`src/rtl/mbrd_pkg.sv`:
```
// Types, constants and the CRC step shared by the Modbus RTU request deframer.
package mbrd_pkg;

  localparam logic [7:0]  FUNC_MULTI_WRITE = 8'h10;
  localparam logic [15:0] SILENCE_DEFAULT  = 16'd40;
  localparam logic [15:0] GAP_MAX          = 16'hFFFF;
  localparam logic [15:0] CRC_INIT         = 16'hFFFF;
  localparam logic [15:0] CRC_POLY         = 16'hA001;
  localparam logic [8:0]  POS_MAX          = 9'd511;

  localparam logic OP_BYTE   = 1'b0;
  localparam logic OP_TICK   = 1'b1;
  localparam logic KIND_DATA = 1'b0;
  localparam logic KIND_END  = 1'b1;

  typedef struct packed {
    logic       operation;
    logic [7:0] rx_byte;
  } req_t;

  typedef struct packed {
    logic        kind;
    logic [7:0]  slave_address;
    logic [7:0]  function_code;
    logic [15:0] start_address;
    logic [15:0] word_count;
    logic [7:0]  byte_count;
    logic [6:0]  data_index;
    logic [15:0] data_word;
    logic        crc_ok;
    logic [15:0] crc_error_count;
  } rsp_t;

  // One byte through the reflected Modbus CRC-16.
  function automatic logic [15:0] crc_feed(input logic [15:0] crc_in, input logic [7:0] b);
    logic [15:0] c;
    c = crc_in ^ {8'h00, b};
    for (int i = 0; i < 8; i++) begin
      if (c[0]) begin
        c = (c >> 1) ^ CRC_POLY;
      end else begin
        c = c >> 1;
      end
    end
    return c;
  endfunction

endpackage

```
`src/rtl/mbrd_if.sv`:
```
// Channel interfaces for requests, results and the configuration write.
interface mbrd_req_if;
  logic          valid;
  logic          ready;
  mbrd_pkg::req_t payload;
  modport source (output valid, output payload, input ready);
  modport sink (input valid, input payload, output ready);
endinterface

interface mbrd_rsp_if;
  logic          valid;
  logic          ready;
  mbrd_pkg::rsp_t payload;
  modport source (output valid, output payload, input ready);
  modport sink (input valid, input payload, output ready);
endinterface

interface mbrd_cfg_if;
  logic        valid;
  logic        ready;
  logic [15:0] data;
  modport source (output valid, output data, input ready);
  modport sink (input valid, input data, output ready);
endinterface

```
`src/rtl/mbrd_in_stage.sv`:
```
// Input register that holds one accepted request until it is decoded.
module mbrd_in_stage (
  input  logic           clk,
  input  logic           rst,
  input  logic           in_valid,
  input  mbrd_pkg::req_t in_payload,
  output logic           in_ready,
  input  logic           advance,
  output logic           full,
  output mbrd_pkg::req_t payload
);

  assign in_ready = !full || advance;

  always_ff @(posedge clk) begin
    if (rst) begin
      full <= 1'b0;
    end else if (in_ready) begin
      full <= in_valid;
    end
  end

  always_ff @(posedge clk) begin
    if (in_valid && in_ready) begin
      payload <= in_payload;
    end
  end

endmodule

```
`src/rtl/mbrd_frame_core.sv`:
```
// Frame state, running CRC and result formation for one byte or tick per cycle while item_valid is high.
module mbrd_frame_core (
  input  logic           clk,
  input  logic           rst,
  input  logic [15:0]    silence_ticks,
  input  logic           item_valid,
  input  mbrd_pkg::req_t item,
  output logic           result_valid,
  output mbrd_pkg::rsp_t result
);

  logic [15:0] gap_count, gap_count_next;
  logic [8:0]  byte_position, byte_position_next;
  logic [7:0]  frame_slave, frame_slave_next;
  logic [7:0]  frame_function, frame_function_next;
  logic [7:0]  high_byte_latch, high_byte_latch_next;
  logic [15:0] frame_start, frame_start_next;
  logic [15:0] frame_count_field, frame_count_field_next;
  logic [7:0]  frame_byte_count, frame_byte_count_next;
  logic [15:0] running_crc, running_crc_next;
  logic [7:0]  received_crc_low, received_crc_low_next;
  logic [15:0] bad_frame_count, bad_frame_count_next;

  logic        gap_hit;
  logic [8:0]  pos;
  logic [9:0]  pos_ext;
  logic [9:0]  bc_ext;
  logic [8:0]  data_offset;
  logic [15:0] crc_base;
  logic [15:0] crc_fed;
  logic        crc_match;
  logic [7:0]  b;
  logic        emit_data;
  logic        emit_end;

  always_comb begin
    b           = item.rx_byte;
    gap_hit     = (gap_count == mbrd_pkg::GAP_MAX) || (gap_count > silence_ticks);
    pos         = gap_hit ? 9'd0 : byte_position;
    pos_ext     = {1'b0, pos};
    bc_ext      = {2'b00, frame_byte_count};
    data_offset = pos - 9'd7;
    crc_base    = (pos == 9'd0) ? mbrd_pkg::CRC_INIT : running_crc;
    crc_fed     = mbrd_pkg::crc_feed(crc_base, b);
    crc_match   = (received_crc_low == running_crc[7:0]) && (b == running_crc[15:8]);

    gap_count_next         = gap_count;
    byte_position_next     = byte_position;
    frame_slave_next       = frame_slave;
    frame_function_next    = frame_function;
    high_byte_latch_next   = high_byte_latch;
    frame_start_next       = frame_start;
    frame_count_field_next = frame_count_field;
    frame_byte_count_next  = frame_byte_count;
    running_crc_next       = running_crc;
    received_crc_low_next  = received_crc_low;
    bad_frame_count_next   = bad_frame_count;
    emit_data              = 1'b0;
    emit_end               = 1'b0;

    if (item.operation == mbrd_pkg::OP_TICK) begin
      if (gap_count != mbrd_pkg::GAP_MAX) begin
        gap_count_next = gap_count + 16'd1;
      end
    end else begin
      gap_count_next = 16'd0;
      if (pos == 9'd0) begin
        frame_slave_next = b;
        running_crc_next = crc_fed;
      end else if (pos <= 9'd5) begin
        case (pos)
          9'd1:        frame_function_next    = b;
          9'd2, 9'd4:  high_byte_latch_next   = b;
          9'd3:        frame_start_next       = {high_byte_latch, b};
          default:     frame_count_field_next = {high_byte_latch, b};
        endcase
        running_crc_next = crc_fed;
      end else if (frame_function != mbrd_pkg::FUNC_MULTI_WRITE) begin
        if (pos == 9'd6) begin
          received_crc_low_next = b;
        end else if (pos == 9'd7) begin
          emit_end = 1'b1;
        end
      end else begin
        if (pos == 9'd6) begin
          frame_byte_count_next = b;
          running_crc_next      = crc_fed;
        end else if (pos_ext <= bc_ext + 10'd6) begin
          running_crc_next = crc_fed;
          if (!data_offset[0]) begin
            high_byte_latch_next = b;
          end else begin
            emit_data = 1'b1;
          end
        end else if (pos_ext == bc_ext + 10'd7) begin
          received_crc_low_next = b;
        end else if (pos_ext == bc_ext + 10'd8) begin
          emit_end = 1'b1;
        end
      end
      if (emit_end && !crc_match) begin
        bad_frame_count_next = bad_frame_count + 16'd1;
      end
      byte_position_next = (pos < mbrd_pkg::POS_MAX) ? pos + 9'd1 : pos;
    end
  end

  always_comb begin
    result_valid           = item_valid && (emit_data || emit_end);
    result.kind            = emit_end ? mbrd_pkg::KIND_END : mbrd_pkg::KIND_DATA;
    result.slave_address   = frame_slave;
    result.function_code   = frame_function;
    result.start_address   = frame_start;
    result.word_count      = frame_count_field;
    result.byte_count      = (frame_function == mbrd_pkg::FUNC_MULTI_WRITE) ?
                             frame_byte_count : 8'd0;
    result.data_index      = emit_data ? data_offset[7:1] : 7'd0;
    result.data_word       = emit_data ? {high_byte_latch, b} : 16'd0;
    result.crc_ok          = emit_end && crc_match;
    result.crc_error_count = bad_frame_count_next;
  end

  always_ff @(posedge clk) begin
    if (rst) begin
      gap_count         <= mbrd_pkg::GAP_MAX;
      byte_position     <= 9'd0;
      frame_slave       <= 8'd1;
      frame_function    <= 8'd0;
      high_byte_latch   <= 8'd0;
      frame_start       <= 16'd0;
      frame_count_field <= 16'd0;
      frame_byte_count  <= 8'd0;
      running_crc       <= mbrd_pkg::CRC_INIT;
      received_crc_low  <= 8'd0;
      bad_frame_count   <= 16'd0;
    end else if (item_valid) begin
      gap_count         <= gap_count_next;
      byte_position     <= byte_position_next;
      frame_slave       <= frame_slave_next;
      frame_function    <= frame_function_next;
      high_byte_latch   <= high_byte_latch_next;
      frame_start       <= frame_start_next;
      frame_count_field <= frame_count_field_next;
      frame_byte_count  <= frame_byte_count_next;
      running_crc       <= running_crc_next;
      received_crc_low  <= received_crc_low_next;
      bad_frame_count   <= bad_frame_count_next;
    end
  end

endmodule

```
`src/rtl/mbrd_out_stage.sv`:
```
// Result register that holds one result until the receiver takes it.
module mbrd_out_stage (
  input  logic           clk,
  input  logic           rst,
  input  logic           load,
  input  logic           load_valid,
  input  mbrd_pkg::rsp_t load_payload,
  output logic           valid,
  input  logic           ready,
  output mbrd_pkg::rsp_t payload
);

  always_ff @(posedge clk) begin
    if (rst) begin
      valid <= 1'b0;
    end else if (load) begin
      valid <= load_valid;
    end else if (ready) begin
      valid <= 1'b0;
    end
  end

  always_ff @(posedge clk) begin
    if (load && load_valid) begin
      payload <= load_payload;
    end
  end

endmodule

```
`src/rtl/modbus_rtu_request_deframer_unit.sv`:
```
// Top level of the Modbus RTU request deframer.
// Requests arrive on req: operation 0 carries one received byte in rx_byte,
// operation 1 is one time tick. Ticks count line silence; a byte after more
// than silence_ticks ticks (or after an idle line) starts a new frame.
// Results leave on rsp: a data word for each completed word of a multiple
// write, and a frame-end result with crc_ok and the bad frame count.
// The cfg channel writes silence_ticks; it is always ready. It is to be written
// only while the block is idle; the block itself does not enforce this.
// A request is taken into an input register and decoded from there; its
// result, if any, is loaded into the result register and valid on rsp. The CRC
// byte step and the frame decode sit between those two registers, so one
// request is accepted every cycle while rsp is not stalled.
// Reset clears the frame state, sets silence_ticks to 40 and marks the line
// idle. When rsp stalls, the held result waits and one more request is taken
// into the input register; req.ready then drops until rsp is taken.
module modbus_rtu_request_deframer_unit (
  input logic       clk,
  input logic       rst,
  mbrd_req_if.sink  req,
  mbrd_rsp_if.source rsp,
  mbrd_cfg_if.sink  cfg
);

  logic           stage_full;
  mbrd_pkg::req_t stage_payload;
  logic           advance;
  logic           core_valid;
  mbrd_pkg::rsp_t core_result;
  logic [15:0]    silence_ticks;

  assign cfg.ready = 1'b1;

  always_ff @(posedge clk) begin
    if (rst) begin
      silence_ticks <= mbrd_pkg::SILENCE_DEFAULT;
    end else if (cfg.valid) begin
      silence_ticks <= cfg.data;
    end
  end

  assign advance = stage_full && (!rsp.valid || rsp.ready);

  mbrd_in_stage u_in_stage (
    .clk        (clk),
    .rst        (rst),
    .in_valid   (req.valid),
    .in_payload (req.payload),
    .in_ready   (req.ready),
    .advance    (advance),
    .full       (stage_full),
    .payload    (stage_payload)
  );

  mbrd_frame_core u_frame_core (
    .clk           (clk),
    .rst           (rst),
    .silence_ticks (silence_ticks),
    .item_valid    (advance),
    .item          (stage_payload),
    .result_valid  (core_valid),
    .result        (core_result)
  );

  mbrd_out_stage u_out_stage (
    .clk          (clk),
    .rst          (rst),
    .load         (advance),
    .load_valid   (core_valid),
    .load_payload (core_result),
    .valid        (rsp.valid),
    .ready        (rsp.ready),
    .payload      (rsp.payload)
  );

endmodule

```
`src/flat_wrapper.sv`:
```
// flat-port wrapper written by rule: the top's interface ports become plain ports
module modbus_rtu_request_deframer_unit_flat 
  (clk, rst, req_valid, req_payload, req_ready, rsp_valid, rsp_payload, rsp_ready, cfg_valid, cfg_data, cfg_ready);
  mbrd_req_if req_i ();
  mbrd_rsp_if rsp_i ();
  mbrd_cfg_if cfg_i ();
  input logic clk;
  input logic rst;
  input wire logic [$bits(req_i.valid)-1:0] req_valid;
  input wire logic [$bits(req_i.payload)-1:0] req_payload;
  output wire logic [$bits(req_i.ready)-1:0] req_ready;
  output wire logic [$bits(rsp_i.valid)-1:0] rsp_valid;
  output wire logic [$bits(rsp_i.payload)-1:0] rsp_payload;
  input wire logic [$bits(rsp_i.ready)-1:0] rsp_ready;
  input wire logic [$bits(cfg_i.valid)-1:0] cfg_valid;
  input wire logic [$bits(cfg_i.data)-1:0] cfg_data;
  output wire logic [$bits(cfg_i.ready)-1:0] cfg_ready;
  assign req_i.valid = req_valid;
  assign req_i.payload = req_payload;
  assign req_ready = req_i.ready;
  assign rsp_valid = rsp_i.valid;
  assign rsp_payload = rsp_i.payload;
  assign rsp_i.ready = rsp_ready;
  assign cfg_i.valid = cfg_valid;
  assign cfg_i.data = cfg_data;
  assign cfg_ready = cfg_i.ready;
  modbus_rtu_request_deframer_unit u_core (.clk(clk), .rst(rst), .req(req_i), .rsp(rsp_i), .cfg(cfg_i));
endmodule
```
`config.mk`:
```
export PLATFORM = sky130hd
export DESIGN_NAME = modbus_rtu_request_deframer_unit_flat
export DESIGN_NICKNAME = d
export VERILOG_FILES = /design/src/rtl/mbrd_pkg.sv /design/src/rtl/mbrd_if.sv /design/src/rtl/mbrd_in_stage.sv /design/src/rtl/mbrd_frame_core.sv /design/src/rtl/mbrd_out_stage.sv /design/src/rtl/modbus_rtu_request_deframer_unit.sv /design/src/flat_wrapper.sv
export SDC_FILE = /design/constraint.sdc
export NUM_CORES = 1
export LEC_CHECK = 0
export ABC_AREA = 1
export BUFFER_PORTS_ARGS = -buffer_cell sky130_fd_sc_hd__buf_2
export CORE_ASPECT_RATIO = 0.6
export CORE_UTILIZATION = 30
export CTS_BUF_LIST = sky130_fd_sc_hd__clkbuf_8
export DETAILED_ROUTE_END_ITERATION = 8
export PLACE_DENSITY_LB_ADDON = 0.25
export SLEW_MARGIN = 20
export SYNTH_ARGS = -nofsm -noshare
export SYNTH_HDL_FRONTEND = slang
export SYNTH_SLANG_ARGS = --single-unit
```
`constraint.sdc`:
```
create_clock -name clk -period 15.01 [get_ports clk]
set_input_delay 1.501 -clock clk [delete_from_list [all_inputs] [get_ports clk]]
set_output_delay 1.501 -clock clk [all_outputs]
set_load 0.05 [all_outputs]
```
==> metrics.md <==
| Metric | Value |
|---|---|
| Clock sinks | `253` |
| Die W | `256 um` |
| Share of the synthesized area in the top cell type | `27.5%` |
| XOR/XNOR Fraction of Synth Area | `2.49%` |
| Top cells by area, synth | `edfxtp_1, dfxtp_1, nand2_1` |
| Sequential share of the synthesized area | `52.8%` |
| Simple-gate share of the synthesized area | `19.1%` |
| Global-route wire length before repair | `50.0 mm` |
| R2r setup slk | `9.83 ns` |
| Ports | `130` |
| Clock root buffer | `clkbuf_8` |
| Count of state elements after synthesis | `253` |
| Setup CP Type | `flip-flop to flip-flop` |
| Share of layout cells above drive strength 1 | `16.3%` |
| CP Data Required Time | `15.20 ns` |
| Layout Nets | `1544` |
| Tot Pwr | `1500 uW` |
| Setup violators final | `0` |
| # rows | `55` |
| Achievable Freq | `193 MHz` |
| Cells after synthesis | `1347` |
| Clock latency on the worst-skew pair | `0.56 ns` |
| DR pass1 iterations | `5` |
| # diodes | `0` |
| Worst clock skew | `0.0284 ns` |
| Hpwl dp | `22.7 mm` |
| Ys Warns | `0` |
| Worst VDD drop | `47.4 uV` |
| Die height | `154 um` |
| Drt via density | `4.67` |
| Non-filler instance count after layout | `2025` |
| Count of flip-flops with a built-in enable after synthesis | `106` |
| RSZ-0062 raised after global routing | `false` |
| Port Buffer Count | `128` |
| Hold/Removal Path Class | `flip-flop to flip-flop` |
| H-tree lvl count | `2` |
| TNS Setup | `0 ns` |
| Initial drt markers | `746` |
| Core Region | `0.0378 sq mm` |
| Yosys cell types | `51` |
| Initial antenna violation count | `0` |
| DR vias | `9465` |
| Syn Std Cell Area | `0.0116 sq mm` |
| Status | `finished clean` |
| Worst Tran Pin Value | `1.01 ns` |
| Startpoint types | `flip-flop` |
| Compound-Gate Fraction of Synth Area | `14.1%` |
| Cell area power density | `110 mW/mm^2` |
| Worst Path Max Fanout | `49` |
| Final WL | `32.1 mm` |
| Adder-Cell Fraction of Synth Area | `3.78%` |
| TritonCTS Buffers | `41` |
| Synth area leader | `edfxtp_1` |
| Cts hold-fix bufs | `0` |
| Post-route DRC | `0` |
| Async S/R FF share, synth | `0%` |
| Max cap viols | `0` |
| Slew Viols, Final | `0` |
| Vias in the first global route | `8688` |
| Max clock buf depth | `3` |
| Tcrit/Tclk final | `34.5%` |
| Placed insts | `1949` |
| Worst Setup End Kind | `flip-flop` |
| Worst EP arrival | `5.36 ns` |
| Cts repair resizes | `0` |
| Global-route usage over all layers | `16.1%` |
| Minimum clock period | `5.18 ns` |
| Maximum number of pins on one net before global-route repair | `99` |
| Syn nets | `1412` |
| Final Hold Viols | `0` |
| Largest family of logic cells by synthesized area | `simple AND/OR/NAND/NOR gates` |
| CTS clock-pin slew for the worst setup and hold paths | `0.06 ns` |
| Synth Area per Inst | `8.61 sq um` |
| Mux contribution to synthesized area | `0%` |
| Most used DFF post-synth | `dfxtp_1` |
| Grt total ovfl | `0` |
| ANT nets after route | `0` |
| GP Congestion | `0.925` |
| Slowest cell on the critical path | `buf_4` |
| CP peak stage delay | `0.65 ns` |
| Overall die area | `0.0395 sq mm` |
| Slew headroom | `31.8%` |
| Crit path top cell by count | `nand2_1` |
| DR WL/cell | `15.8 um` |
| Leak | `0.00603 uW` |
| Area Overhead vs Synth | `17.0%` |
| Initial Util | `30.6%` |
| CTS tree | `done` |
| Postcts setup bufs | `0` |
==> worst max-delay path: cells and delay by family, from the launching register on <==
family / cells / cell delay (ns)
AND/OR/NAND/NOR: 16 / 1.69
buffers and inverters: 4 / 1.42
AO/OA/AOI/OAI: 6 / 0.76
adder cells (fa/ha/maj): 2 / 0.50
flip-flops: 1 / 0.41
==> cells in the final DEF, fill, tap and decap left out, drive strengths merged, types with 4 or more instances in the layout <==
cell type / instances
nand3: 74
clkbuf: 46
nand2: 237
edfxtp: 106
xnor2: 5
o211ai: 10
nand4: 11
buf: 135
nor4: 5
ha: 35
o21ai: 138
a211oi: 4
nor2: 128
inv: 191
clkinv: 14
a21oi: 136
nor3: 31
xor2: 28
dfxtp: 147
==> cell usage after synthesis, types with 3 or more instances <==
cell type / count
a211oi_1: 4
a21oi_1: 134
buf_2: 14
buf_6: 3
clkbuf_1: 26
dfxtp_1: 147
edfxtp_1: 106
ha_1: 35
inv_1: 167
inv_2: 12
nand2_1: 227
nand2_2: 8
nand3_1: 68
nand3_2: 6
nand4_1: 10
nor2_1: 118
nor2_2: 5
nor2_4: 5
nor3_1: 29
nor4_1: 4
o211ai_1: 10
o21ai_0: 116
o21ai_1: 22
o221ai_1: 3
o31ai_1: 3
or2_2: 3
xnor2_1: 5
xor2_1: 28
==> worst paths after layout <==
kind / startpoint / to / cells after the start
worst min-delay path: u_core.u_frame_core.frame_start[4] / u_core.u_out_stage.payload[68] / 0
worst min register to register: u_core.u_frame_core.frame_start[4] / u_core.u_out_stage.payload[68] / 0
worst max-delay path: u_core.u_frame_core.gap_count[11] / u_core.u_out_stage.payload[22] / 28
worst max register to register: u_core.u_frame_core.gap_count[11] / u_core.u_out_stage.payload[22] / 28
==> layout make-up <==
type	count	area, sq um
fillers	3888	24300
clock buffers	46	633
flip-flops and latches	253	6130
multi-input cells	869	4580
inverters	179	674
well taps	513	642
repair buffers	135	693
clock inverters	30	218
==> logic make-up (layout without fill, tap and decap cells) <==
family                   after synthesis  in the layout
AO/OA/AOI/OAI                        306            306
adder cells (fa/ha/maj)               35             35
other                                  1              1
XOR/XNOR                              33             33
AND/OR/NAND/NOR                      494            494
buffers and inverters                225            390
flip-flops                           253            253
==> through the flow <==
stage / hold slack (ns) / setup WS, ns / instance area [sq um] / util [%]
floorplan: 0.403 / 9.72 / 11600 / -
global placement: 0.408 / 9.95 / 12700 / 33.6
detailed placement: 0.408 / 9.88 / 12700 / 33.6
CTS: 0.418 / 9.85 / 13600 / 35.8
global route: 0.416 / 9.27 / 13600 / 35.8
finish: 0.412 / 9.83 / 13600 / 35.8
==> registers in the layout, summed over array words and instances (netlist names) <==
name / flops
u_core.u_frame_core.frame_count_field: 16
u_core.u_frame_core.frame_function: 8
u_core.u_in_stage.payload: 9
u_core.u_out_stage.payload: 97
u_core.u_frame_core.frame_byte_count: 8
u_core.u_frame_core.frame_start: 16
u_core.u_frame_core.byte_position: 9
u_core.u_frame_core.high_byte_latch: 8
u_core.u_frame_core.running_crc: 16
u_core.u_frame_core.frame_slave: 8
u_core.u_in_stage.full: 1
u_core.silence_ticks: 16
u_core.u_out_stage.valid: 1
u_core.u_frame_core.received_crc_low: 8
u_core.u_frame_core.bad_frame_count: 16
u_core.u_frame_core.gap_count: 16
==> metal layers <==
| layer | vias up | global-route usage, % | routed length (um) |
|---|---|---|---|
| met5 | - | 0 | 0 |
| met4 | 0 | 3.93 | 422 |
| met3 | 39 | 3.92 | 2350 |
| met2 | 292 | 21.1 | 12000 |
| met1 | 4356 | 25.6 | 17300 |
| li1 | 4778 | - | - |
==> where the power goes <==
group          total (uW)  switching, uW  internal (uW)
sequential            746           15.5            730
combinational         122           83.8           38.4
clock                 629            292            337
Power figures use the tool's default switching activity.
